$ cat config.mk
export PLATFORM = sky130hd
export DESIGN_NAME = k_way_merge_heap
export DESIGN_NICKNAME = d
export VERILOG_FILES = /design/src/rtl/kwm_pkg.sv /design/src/rtl/k_way_merge_heap.sv /design/src/rtl/kwm_ctrl.sv /design/src/rtl/kwm_datapath.sv
export SDC_FILE = /design/constraint.sdc
export NUM_CORES = 2
export LEC_CHECK = 0
export BUFFER_PORTS_ARGS = -buffer_cell sky130_fd_sc_hd__buf_2
export CAP_MARGIN = 10
export CORE_MARGIN = 5
export CORE_UTILIZATION = 56
export CTS_CLUSTER_SIZE = 25
export DETAILED_ROUTE_END_ITERATION = 8
export HOLD_SLACK_MARGIN = 0.02
export PLACE_DENSITY = 0.78
export SLEW_MARGIN = 20
export SYNTH_ARGS = -nofsm -noshare
export SYNTH_HDL_FRONTEND = slang
export SYNTH_SLANG_ARGS = --single-unit
$ cat constraint.sdc
create_clock -name aclk -period 7.2 [get_ports aclk]
set_input_delay 1.44 -clock aclk [delete_from_list [all_inputs] [get_ports aclk]]
set_output_delay 1.44 -clock aclk [all_outputs]
set_load 0.01 [all_outputs]
$ cat src/rtl/kwm_pkg.sv
`timescale 1ns / 1ps
`default_nettype none

package kwm_pkg;

    localparam int HEAP_SLOTS_DEF = 16;
    localparam int VALUE_W        = 32;
    localparam int STREAM_W       = 4;

    typedef struct packed {
        logic signed [VALUE_W-1:0] value;
        logic [STREAM_W-1:0]       stream;
    } entry_t;

    typedef enum logic [1:0] {
        RSP_POPPED   = 2'd0,
        RSP_INSERTED = 2'd1,
        RSP_EMPTY    = 2'd2,
        RSP_FULL     = 2'd3
    } rsp_t;

    typedef enum logic [0:0] {
        REQ_INSERT = 1'b0,
        REQ_POP    = 1'b1
    } req_t;

    typedef enum logic [2:0] {
        ST_IDLE,
        ST_POP_LOAD,
        ST_SIFT_UP,
        ST_SIFT_DOWN,
        ST_RESP
    } state_t;

    typedef enum logic [2:0] {
        OP_NONE,
        OP_REJECT,
        OP_INS_START,
        OP_POP_START,
        OP_POP_LOAD,
        OP_UP_STEP,
        OP_DOWN_STEP
    } op_t;

    typedef struct packed {
        op_t  op;
        rsp_t rsp;
        logic load_out;
    } cmd_t;

    typedef struct packed {
        logic in_pop;
        logic full;
        logic empty;
        logic up_done;
        logic down_done;
        logic out_free;
    } sts_t;

    // Signed value first, ties broken by the lower stream number.
    function automatic logic key_less(input entry_t a, input entry_t b);
        logic [VALUE_W+STREAM_W-1:0] ka;
        logic [VALUE_W+STREAM_W-1:0] kb;
        ka = {~a.value[VALUE_W-1], a.value[VALUE_W-2:0], a.stream};
        kb = {~b.value[VALUE_W-1], b.value[VALUE_W-2:0], b.stream};
        return ka < kb;
    endfunction

endpackage

`default_nettype wire

$ cat src/rtl/k_way_merge_heap.sv
// An insert goes from ST_IDLE through ST_SIFT_UP to ST_RESP, a pop through ST_POP_LOAD
//   and ST_SIFT_DOWN; a sift moves d heap levels, d at most floor(log2(HEAP_SLOTS));
//   a pop that empties the heap skips it, and full/empty rejects go straight to ST_RESP.
// Throughput: one request at a time, the next accepted the cycle after the result
//   is registered; the sift walks one heap level per cycle on the 2-read heap RAM.
// Reset (aresetn, synchronous, active low) empties the heap and drops any pending
//   result; heap RAM contents are not cleared.
`timescale 1ns / 1ps
`default_nettype none

module k_way_merge_heap
    import kwm_pkg::*;
#(
    parameter int HEAP_SLOTS = HEAP_SLOTS_DEF
) (
    input  wire                        aclk,
    input  wire                        aresetn,
    input  wire                        s_valid,
    output logic                       s_ready,
    input  wire                        s_req_type,
    input  wire signed [VALUE_W-1:0]   s_element_value,
    input  wire [STREAM_W-1:0]         s_stream_id,
    output logic                       m_valid,
    input  wire                        m_ready,
    output logic [1:0]                 m_status,
    output logic signed [VALUE_W-1:0]  m_out_value,
    output logic [STREAM_W-1:0]        m_out_stream,
    output logic                       m_now_empty
);

    cmd_t cmd;
    sts_t sts;

    kwm_ctrl u_ctrl (
        .aclk     (aclk),
        .aresetn  (aresetn),
        .s_valid  (s_valid),
        .in_ready (s_ready),
        .sts      (sts),
        .cmd      (cmd)
    );

    kwm_datapath #(
        .HEAP_SLOTS (HEAP_SLOTS)
    ) u_dp (
        .aclk            (aclk),
        .aresetn         (aresetn),
        .cmd             (cmd),
        .sts             (sts),
        .s_req_type      (s_req_type),
        .s_element_value (s_element_value),
        .s_stream_id     (s_stream_id),
        .m_valid         (m_valid),
        .m_ready         (m_ready),
        .m_status        (m_status),
        .m_out_value     (m_out_value),
        .m_out_stream    (m_out_stream),
        .m_now_empty     (m_now_empty)
    );

endmodule

`default_nettype wire

$ cat src/rtl/kwm_ctrl.sv
`timescale 1ns / 1ps
`default_nettype none

module kwm_ctrl
    import kwm_pkg::*;
(
    input  wire  aclk,
    input  wire  aresetn,
    input  wire  s_valid,
    output logic in_ready,
    input  sts_t sts,
    output cmd_t cmd
);

    state_t state_reg;
    state_t state_next;

    always_ff @(posedge aclk) begin
        if (!aresetn) begin
            state_reg <= ST_IDLE;
        end else begin
            state_reg <= state_next;
        end
    end

    always_comb begin
        state_next   = state_reg;
        in_ready     = 1'b0;
        cmd.op       = OP_NONE;
        cmd.rsp      = RSP_POPPED;
        cmd.load_out = 1'b0;
        case (state_reg)
            ST_IDLE: begin
                in_ready = 1'b1;
                if (s_valid) begin
                    if (sts.in_pop) begin
                        if (sts.empty) begin
                            cmd.op     = OP_REJECT;
                            cmd.rsp    = RSP_EMPTY;
                            state_next = ST_RESP;
                        end else begin
                            cmd.op     = OP_POP_START;
                            cmd.rsp    = RSP_POPPED;
                            state_next = ST_POP_LOAD;
                        end
                    end else begin
                        if (sts.full) begin
                            cmd.op     = OP_REJECT;
                            cmd.rsp    = RSP_FULL;
                            state_next = ST_RESP;
                        end else begin
                            cmd.op     = OP_INS_START;
                            cmd.rsp    = RSP_INSERTED;
                            state_next = ST_SIFT_UP;
                        end
                    end
                end
            end
            ST_POP_LOAD: begin
                // count is already decremented; nothing left means no sift
                cmd.op     = OP_POP_LOAD;
                state_next = sts.empty ? ST_RESP : ST_SIFT_DOWN;
            end
            ST_SIFT_UP: begin
                cmd.op = OP_UP_STEP;
                if (sts.up_done) begin
                    state_next = ST_RESP;
                end
            end
            ST_SIFT_DOWN: begin
                cmd.op = OP_DOWN_STEP;
                if (sts.down_done) begin
                    state_next = ST_RESP;
                end
            end
            ST_RESP: begin
                if (sts.out_free) begin
                    cmd.load_out = 1'b1;
                    state_next   = ST_IDLE;
                end
            end
            default: begin
                state_next = ST_IDLE;
            end
        endcase
    end

endmodule

`default_nettype wire

$ cat src/rtl/kwm_datapath.sv
`timescale 1ns / 1ps
`default_nettype none

module kwm_datapath
    import kwm_pkg::*;
#(
    parameter int HEAP_SLOTS = HEAP_SLOTS_DEF
) (
    input  wire                        aclk,
    input  wire                        aresetn,
    input  cmd_t                       cmd,
    output sts_t                       sts,
    input  wire                        s_req_type,
    input  wire signed [VALUE_W-1:0]   s_element_value,
    input  wire [STREAM_W-1:0]         s_stream_id,
    output logic                       m_valid,
    input  wire                        m_ready,
    output logic [1:0]                 m_status,
    output logic signed [VALUE_W-1:0]  m_out_value,
    output logic [STREAM_W-1:0]        m_out_stream,
    output logic                       m_now_empty
);

    localparam int IDX_W = $clog2(HEAP_SLOTS);
    localparam int CNT_W = $clog2(HEAP_SLOTS + 1);
    localparam int CHD_W = IDX_W + 2;

    // heap storage: one write port, two registered read ports
    entry_t mem [HEAP_SLOTS];
    entry_t rd_a_data_reg;
    entry_t rd_b_data_reg;
    logic [IDX_W-1:0] rd_a_addr;
    logic [IDX_W-1:0] rd_b_addr;
    logic             wr_en;
    logic [IDX_W-1:0] wr_addr;
    entry_t           wr_data;

    logic [CNT_W-1:0] count_reg;
    logic [CNT_W-1:0] count_next;
    logic [IDX_W-1:0] hole_reg;
    logic [IDX_W-1:0] hole_next;
    entry_t           key_reg;
    entry_t           key_next;
    rsp_t             res_status_reg;
    rsp_t             res_status_next;
    entry_t           res_entry_reg;
    entry_t           res_entry_next;

    logic             m_valid_reg;
    rsp_t             m_status_reg;
    entry_t           m_entry_reg;
    logic             m_now_empty_reg;

    logic [IDX_W-1:0] hole_m1;
    logic [IDX_W-1:0] parent;
    logic [CHD_W-1:0] left_idx;
    logic [CHD_W-1:0] right_idx;
    logic [CHD_W-1:0] count_ext;
    logic             left_ok;
    logic             right_ok;
    logic             pick_right;
    logic [CHD_W-1:0] best_idx;
    entry_t           best_data;
    logic             down_move;
    logic             up_move;
    logic [IDX_W:0]   nl_full;
    logic [IDX_W:0]   nr_full;
    logic [IDX_W-1:0] cnt_idx;
    logic [IDX_W-1:0] cnt_idx_m1;
    logic [CNT_W-1:0] count_m1;

    assign hole_m1    = hole_reg - 1'b1;
    assign parent     = hole_m1 >> 1;
    assign left_idx   = {1'b0, hole_reg, 1'b1};
    assign right_idx  = left_idx + 1'b1;
    assign count_ext  = CHD_W'(count_reg);
    assign left_ok    = left_idx < count_ext;
    assign right_ok   = right_idx < count_ext;
    assign pick_right = right_ok && key_less(rd_b_data_reg, rd_a_data_reg);
    assign best_idx   = pick_right ? right_idx : left_idx;
    assign best_data  = pick_right ? rd_b_data_reg : rd_a_data_reg;
    assign down_move  = left_ok && key_less(best_data, key_reg);
    assign up_move    = (hole_reg != '0) && key_less(key_reg, rd_a_data_reg);
    assign count_m1   = count_reg - 1'b1;
    assign cnt_idx    = count_reg[IDX_W-1:0];
    assign cnt_idx_m1 = cnt_idx - 1'b1;

    assign sts.in_pop    = (s_req_type == REQ_POP);
    assign sts.full      = (count_reg == CNT_W'(HEAP_SLOTS));
    assign sts.empty     = (count_reg == '0);
    assign sts.up_done   = !up_move;
    assign sts.down_done = !down_move;
    assign sts.out_free  = !m_valid_reg || m_ready;

    always_comb begin
        count_next      = count_reg;
        hole_next       = hole_reg;
        key_next        = key_reg;
        res_status_next = res_status_reg;
        res_entry_next  = res_entry_reg;
        wr_en           = 1'b0;
        wr_addr         = hole_reg;
        wr_data         = key_reg;
        rd_a_addr       = '0;
        rd_b_addr       = '0;
        nl_full         = {hole_reg, 1'b1};
        nr_full         = nl_full + 1'b1;
        case (cmd.op)
            OP_REJECT: begin
                res_status_next = cmd.rsp;
                res_entry_next  = '0;
            end
            OP_INS_START: begin
                res_status_next = cmd.rsp;
                res_entry_next  = '0;
                key_next        = '{value: s_element_value, stream: s_stream_id};
                hole_next       = cnt_idx;
                count_next      = count_reg + 1'b1;
                rd_a_addr       = cnt_idx_m1 >> 1;
            end
            OP_POP_START: begin
                res_status_next = cmd.rsp;
                count_next      = count_m1;
                rd_a_addr       = '0;
                rd_b_addr       = count_m1[IDX_W-1:0];
            end
            OP_POP_LOAD: begin
                // root goes out, last element becomes the key to place from the top
                res_entry_next = rd_a_data_reg;
                key_next       = rd_b_data_reg;
                hole_next      = '0;
                nl_full        = {{IDX_W{1'b0}}, 1'b1};
                nr_full        = nl_full + 1'b1;
                rd_a_addr      = nl_full[IDX_W-1:0];
                rd_b_addr      = nr_full[IDX_W-1:0];
            end
            OP_UP_STEP: begin
                wr_en = 1'b1;
                if (up_move) begin
                    wr_data   = rd_a_data_reg;
                    hole_next = parent;
                    rd_a_addr = (parent - 1'b1) >> 1;
                end
            end
            OP_DOWN_STEP: begin
                wr_en = 1'b1;
                if (down_move) begin
                    wr_data   = best_data;
                    hole_next = best_idx[IDX_W-1:0];
                    nl_full   = {best_idx[IDX_W-1:0], 1'b1};
                    nr_full   = nl_full + 1'b1;
                    rd_a_addr = nl_full[IDX_W-1:0];
                    rd_b_addr = nr_full[IDX_W-1:0];
                end
            end
            default: begin
            end
        endcase
    end

    always_ff @(posedge aclk) begin
        if (wr_en) begin
            mem[wr_addr] <= wr_data;
        end
        rd_a_data_reg <= mem[rd_a_addr];
        rd_b_data_reg <= mem[rd_b_addr];
    end

    always_ff @(posedge aclk) begin
        if (!aresetn) begin
            count_reg   <= '0;
            m_valid_reg <= 1'b0;
        end else begin
            count_reg <= count_next;
            if (cmd.load_out) begin
                m_valid_reg <= 1'b1;
            end else if (m_ready) begin
                m_valid_reg <= 1'b0;
            end
        end
    end

    always_ff @(posedge aclk) begin
        hole_reg       <= hole_next;
        key_reg        <= key_next;
        res_status_reg <= res_status_next;
        res_entry_reg  <= res_entry_next;
        if (cmd.load_out) begin
            m_status_reg    <= res_status_reg;
            m_entry_reg     <= res_entry_reg;
            m_now_empty_reg <= (count_reg == '0);
        end
    end

    assign m_valid      = m_valid_reg;
    assign m_status     = m_status_reg;
    assign m_out_value  = m_entry_reg.value;
    assign m_out_stream = m_entry_reg.stream;
    assign m_now_empty  = m_now_empty_reg;

endmodule

`default_nettype wire

======== Word-level counts from Yosys, hierarchy flattened ========
Memory sizes are Yosys's and may differ from the RTL's. A register that Yosys moved wholly into a read port is not among the register bits.
Cells that the tools add are included.
operators by class
  shift operators ......................... 0
  bitwise logic cells ..................... 4
  $add $sub $neg .......................... 7
  $lt $le $gt $ge ......................... 5
  multipliers ............................. 0
  muxes and demuxes ....................... 38
  eq/ne operators ......................... 17
  div/mod/pow operators ................... 0
  reduce and logical (&&, ||, !) cells .... 19
operator list
  kind                                                  number
  one-hot mux 36 bit (2 select lines)                   3
  < comparator 36 bit                                   3
  2-to-1 mux 36 bit                                     3
  one-hot mux 4 bit (4 select lines)                    2
  2-to-1 mux 4 bit                                      7
  2-to-1 mux 3 bit                                      9
  one-hot mux 3 bit (5 select lines)                    1
  equality test 3 x 2 -> 1 bit (second input constant)  4
  equality test 3 bit (second input constant)           4
  one-hot mux 3 bit (4 select lines)                    1
  one-hot mux 4 bit (3 select lines)                    1
  2-to-1 mux 5 bit                                      2
  one-hot mux 5 bit (2 select lines)                    1
  2-to-1 mux 1 bit                                      8
  != test 2 bit (second input constant)                 4
  nonzero test 2 bit                                    4
  nonzero test 4 bit                                    2
  subtractor 4 x 1 -> 4 bit (second input constant)     2
  adder 5 x 1 -> 6 bit (second input constant)          1
  equality test 3 x 1 -> 1 bit (second input constant)  2
  < comparator 6 x 5 -> 1 bit                           1
  adder 5 x 1 -> 5 bit (second input constant)          1
  equality test 5 bit (second input constant)           1
  logical NOT 5 bit                                     1
  15 further kinds                                      22
word-level totals
  ROM bits ................................ 0
  bits in registers ....................... 126
  bits in latches ......................... 0
  logic and storage cells ................. 104
  bits of input ports ..................... 41
  memories kept ........................... 1
  output and inout port bits .............. 41
  memory bits (writable) .................. 576
memory list
  name      depth  width  read ports  clocked after Yosys merged registers in  wr ports  RTL line            source
  u_dp.mem  16     36     2           2                                        1         kwm_datapath.sv:29  entry_t mem [HEAP_SLOTS];

======== Logic depth before layout (Yosys ltp) ========
  word-level depth ........................ 10
  depth in mapped cells ................... 26

======== Modules after synthesis ========
From an unflattened synthesis, not the netlist that was laid out.
unflattened totals
  cells, all modules ...................... 3005
  area, all modules ....................... 36591.3 um2
modules (own cells, without submodules)
  module        cells an instance  instances  area each (um2)  sequential area each (um2)
  kwm_datapath  2965               1          36289.8          22371.5
  kwm_ctrl      40                 1          301.5            60.1

======== Worst setup path before layout ========
No wires, ideal clock.
  path type ............................... register -> register
  start point ............................. register u_dp.hole_reg[0]
  end point ............................... register, netlist name u_dp.rd_b_data_reg[10]
  stages on the path, launching flop included .. 25
  arrival time ............................ 5202 ps
  data required time ...................... 7075 ps
  buffers on the path ..................... 5
  setup time .............................. 125 ps
  slack ................................... 1873 ps
  cell sequence ........................... edfxtp_1 ha_1 xor2_1 ha_1 a21o_1 a32oi_1 nand4_1 nor3_1 buf_2 clkbuf_1 o21ai_0 ha_1 nand4_1 nor3_1 nand4_1 or3_1 nand2b_1 a31o_2 buf_2 buf_2 clkbuf_1 nand2_1 nand2_1 a2111oi_4 nand2_1
between the ends
  cells in the longest elaborated chain, start to end .. 9
RTL lines
  what                                  RTL line             source
  from (decl)                           kwm_datapath.sv:40   logic [IDX_W-1:0] hole_reg;
  from (signal assigned)                kwm_datapath.sv:184  hole_reg <= hole_next;
  adder 5 x 1 -> 6 bit                  kwm_datapath.sv:75   assign right_idx = left_idx + 1'b1;
  < comparator 6 x 5 -> 1 bit           kwm_datapath.sv:78   assign right_ok = right_idx < count_ext;
  logical AND 1 bit                     kwm_datapath.sv:79   assign pick_right = right_ok && key_less(rd_b_data_reg, rd_a_data_reg);
  2-to-1 mux 36 bit                     kwm_datapath.sv:81   assign best_data = pick_right ? rd_b_data_reg : rd_a_data_reg;
  inverter 1 bit                        kwm_pkg.sv:64        ka = {~a.value[VALUE_W-1], a.value[VALUE_W-2:0], a.stream};
  < comparator 36 bit                   kwm_pkg.sv:66        return ka < kb;
  logical AND 1 bit                     kwm_datapath.sv:82   assign down_move = left_ok && key_less(best_data, key_reg);
  2-to-1 mux 4 bit *                    kwm_datapath.sv:147  if (down_move) begin
  one-hot mux 4 bit (3 select lines) *  kwm_datapath.sv:108  case (cmd.op)
Mark *: on every way between the ends. The rest lies on a longest branch, timed or not.
A chain may end at the register's enable or synchronous reset.

======== Worst setup path in the final report ========
  start point ............................. register u_dp.hole_reg[0]
  end point ............................... register, netlist name u_dp.rd_a_data_reg[11]
between the ends
  cells in the longest elaborated chain, start to end .. 9
RTL lines
  what                                  RTL line
  adder 5 x 1 -> 6 bit                  kwm_datapath.sv:75
  < comparator 6 x 5 -> 1 bit           kwm_datapath.sv:78
  logical AND 1 bit                     kwm_datapath.sv:79
  2-to-1 mux 36 bit                     kwm_datapath.sv:81
  inverter 1 bit                        kwm_pkg.sv:64
  < comparator 36 bit                   kwm_pkg.sv:66
  logical AND 1 bit                     kwm_datapath.sv:82
  2-to-1 mux 4 bit                      kwm_datapath.sv:147
  one-hot mux 4 bit (4 select lines) *  kwm_datapath.sv:108
Marks and branches as above.

==> flow_summary.toml <==
[outcome]
status = "finished, violations left"
violations = "design-rule violations"

[timing]
max_clock_freq_mhz = 148
period_share = 0.940
fin_crit_ns = 6.77
finClkSkew_ns = 0.0202
setup_violations = 0
tightestPinTransition_ns = 1.11
fin_tns_setup_ns = 0
max-slew-margin-rel = 0.257
hold_violations = 0
rsz0062_at_grt = "false"
drv_slew = 0

[critical_path]
start_kind = "flop"
path_class = "flop to flop"
rr_worst_depth = 20
cp_data_arrival_time_ns = 7.28
crit_chain = "inv_1, ha_1, ha_1, a21o_1, a32oi_1, nand4_1, nor3_2, buf_4, o21ai_0, ha_1, nand4_1, nor3_1, nand4_1, or3_1, a2111o_1, o21ai_4, buf_12, mux2i_1, a221oi_1, a211o_1"
r2r_start = "u_dp.hole_reg[0]"
crit_buf_inv = 3
critPathMaxStageDelay_ns = 0.74
required_ns = 7.71
cp-end-kind = "flop"
critPathTopFamily = "compound AO/OA/AOI/OAI gates"
cp_slowest_cell = "o21ai_4"
cp_max_fo = 56
timing.rr.end = "u_dp.rd_a_data_reg[11]"
r2r_slack_ns = 0.43

[cts]
htreeDepth = 3
postCtsSetupBuffers = 0
numCtsBuffers = 77
cts_tree = "done"
root_buffer = "clkbuf_16"
cts_sinks = 774
ctsHoldBuffers = 0
cts_resized = 0
clk_pin_slew_ns = 0.07
clockBufferDepth = 3
clk_latency_ns = 0.64

[layout]
area_delta_synth_final_pct = 10.7
drive_gt1_frac = 0.124
fillers = 4724
num_antenna_cells = 0
largest-register = "u_dp.mem"
largest_reg_flops = 576
fin_nets = 3366

[detailed_routing]
firstDrtPassIters = 9
vias_per_cell = 6.80
drt_wl_total_microns = 115000
drc = 1
ant_nets = 0
routedWlPerCell_microns = 27.9
drt_iter0_drc = 4413
via_count = 28078

[die]
dieArea_sq_um = 71500
die_x_microns = 267
pin_count = 82
die_y_microns = 267
coreArea_sq_um = 65700
num_rows = 94
initial_core_util = 0.564

[synthesis]
ys_seq_elements = 774
yosys.area_share.simple = 0.122
synth_xor_area_frac = 0.00330
synthMuxAreaShare = 0.0305
synth_top_cell_by_area = "edfxtp_1"
syn_area_sq_um = 37100
synth.most_common_cell = "nand2_1"
yosysSeqAreaShare = 0.605
synth_fp_nets = 3352
synth-compound-area-share = 0.162
ys.warnings.count = 0
synth_area_per_cell_sq_um = 11.6
synth_commonest_cells = "900 x nand2_1, 693 x edfxtp_1, 264 x a21oi_1"
synth_edf_count = 693
synth_area_leaders = "edfxtp_1 56%, nand2_1 9.1%, dfxtp_1 4.4%"
yosys.area_share.adder = 0.0408
async_reset_ff_frac = 0
synthDistinctLibCells = 71
syn_inst = 3190
synth_top_family_by_area = "compound AO/OA/AOI/OAI gates"
synth_flop_cell = "edfxtp_1"
synth_top_area_frac = 0.561

[hold_path]
hp-class = "flop to flop"
hold_end = "u_dp.m_out_value[26]"
worstHoldStart = "u_dp.res_entry_reg[30]"
hold_depth = 0

[power_and_ir_drop]
p_total_mw = 15.7
vdd_drop_max_mv = 0.308
p_sw_frac = 0.369
p_sw_mw = 5.80
power_density_nw_per_um2 = 383
pwr-share-comb = 0.352
clock_power_share = 0.260
p_leak_nw = 15.6
p_seq_frac = 0.388
internal_power_mw = 9.92

[global_route]
grt_max_degree = 157
grtUsageTotal = 0.313
grt_pass1_vias = 27426
antenna_found_initial = 0
grt_pass1_wl_microns = 168000
grt_overflow = 0

[placement]
routabilityCongestion = 0.939
portBuffers = 81
hpwl_microns = 65500

[flow_run]
maxCapViolations = 0
## cells in the final DEF (no fill, tap or decap), types with 9 or more instances in the layout
master,synthesis,final
a2111oi_4,30,30
a211o_1,37,36
a211oi_1,11,11
a21oi_1,264,264
a21oi_2,30,30
a221o_1,35,35
a221oi_1,38,38
a22oi_1,39,39
a32oi_1,109,109
and2_1,25,9
and2_4,0,15
and3_1,36,36
buf_12,3,23
buf_2,77,81
buf_4,3,41
clkbuf_1,107,10
clkbuf_16,0,78
clkinv_1,0,12
clkinv_2,0,16
dfxtp_1,81,81
edfxtp_1,693,693
ha_1,121,121
inv_1,86,86
mux2i_1,111,111
nand2_1,900,899
nand3_1,16,15
nand4_1,21,21
nor2_1,66,64
nor3_1,16,12
o21ai_0,64,64
o22ai_2,30,30
xnor2_1,10,10
## worst register-to-register path, delay by kind of cell (launching register included)
| kind | cells | cell delay [ns] |
|---|---|---|
| and+or+nand+nor | 6 | 1.60 |
| muxes | 1 | 0.29 |
| AOI/OAI and AO/OA | 7 | 2.08 |
| buffers and inverters | 3 | 1.23 |
| DFF | 1 | 0.53 |
| adders and majority gates | 3 | 0.92 |
## metrics by stage
step | setup WS (ns) | hold slack, ns | util | instance area (sq um) | cells
global placement | 0.851 | 0.402 | 0.585 | 38500 | 3987
finish | 0.433 | 0.419 | 0.625 | 41100 | 4131
global route | 0.219 | 0.422 | 0.625 | 41100 | 4131
detailed placement | 0.637 | 0.405 | 0.585 | 38500 | 3987
floorplan | 1.87 | 0.400 | - | 37100 | 3190
CTS | 0.601 | 0.418 | 0.624 | 41000 | 4129
## worst max-delay path by stage
stage                startpoint                     end  depth (start not counted)
4_1_cts        u_dp.hole_reg[0]  u_dp.rd_a_data_reg[11]                         20
3_5_place_dp   u_dp.hole_reg[0]  u_dp.rd_a_data_reg[11]                         20
6_report       u_dp.hole_reg[0]  u_dp.rd_a_data_reg[11]                         20
5_1_grt        u_dp.hole_reg[0]  u_dp.rd_a_data_reg[16]                         21
3_3_place_gp   u_dp.hole_reg[0]  u_dp.rd_a_data_reg[24]                         21
2_1_floorplan  u_dp.hole_reg[0]  u_dp.rd_b_data_reg[10]                         24
## power groups by stage
stage	combinational (mW)	clock [mW]	sequential (mW)
2_1_floorplan	3.71	0	6.00
3_3_place_gp	5.11	0	6.15
3_5_place_dp	5.32	0	6.15
4_1_cts	5.36	4.10	6.07
5_1_grt	5.94	4.30	6.11
6_report	5.54	4.09	6.10
## area by class of cell
class                      count  area (sq um)  share of cell area
sequential                   774         22400               0.546
multi-input combinational   2119         13500               0.329
clock buffer                  92          2040              0.0498
timing repair buffer         146          1180              0.0288
tap                          864          1080              0.0263
clock inverter                50           500              0.0122
inverter                      86           323             0.00786
## metal layers
metal  wire length (microns)  GRT usage  vias up
met3                   16300     0.0733      446
met5                       0          0        -
met2                   50500      0.476     2236
met1                   41600      0.422    13536
met4                    6830      0.166        0
li1                        -          -    11860
## kinds of logic (layout without fill, tap and decap cells)
family / after synthesis / count (layout)
simple gates: 1115 / 1115
buf+inv: 297 / 374
mux: 113 / 113
fa+ha+maj: 121 / 121
compound gates: 756 / 756
xor+xnor: 14 / 14
flops: 774 / 774
(Power assumes the default switching activity.)
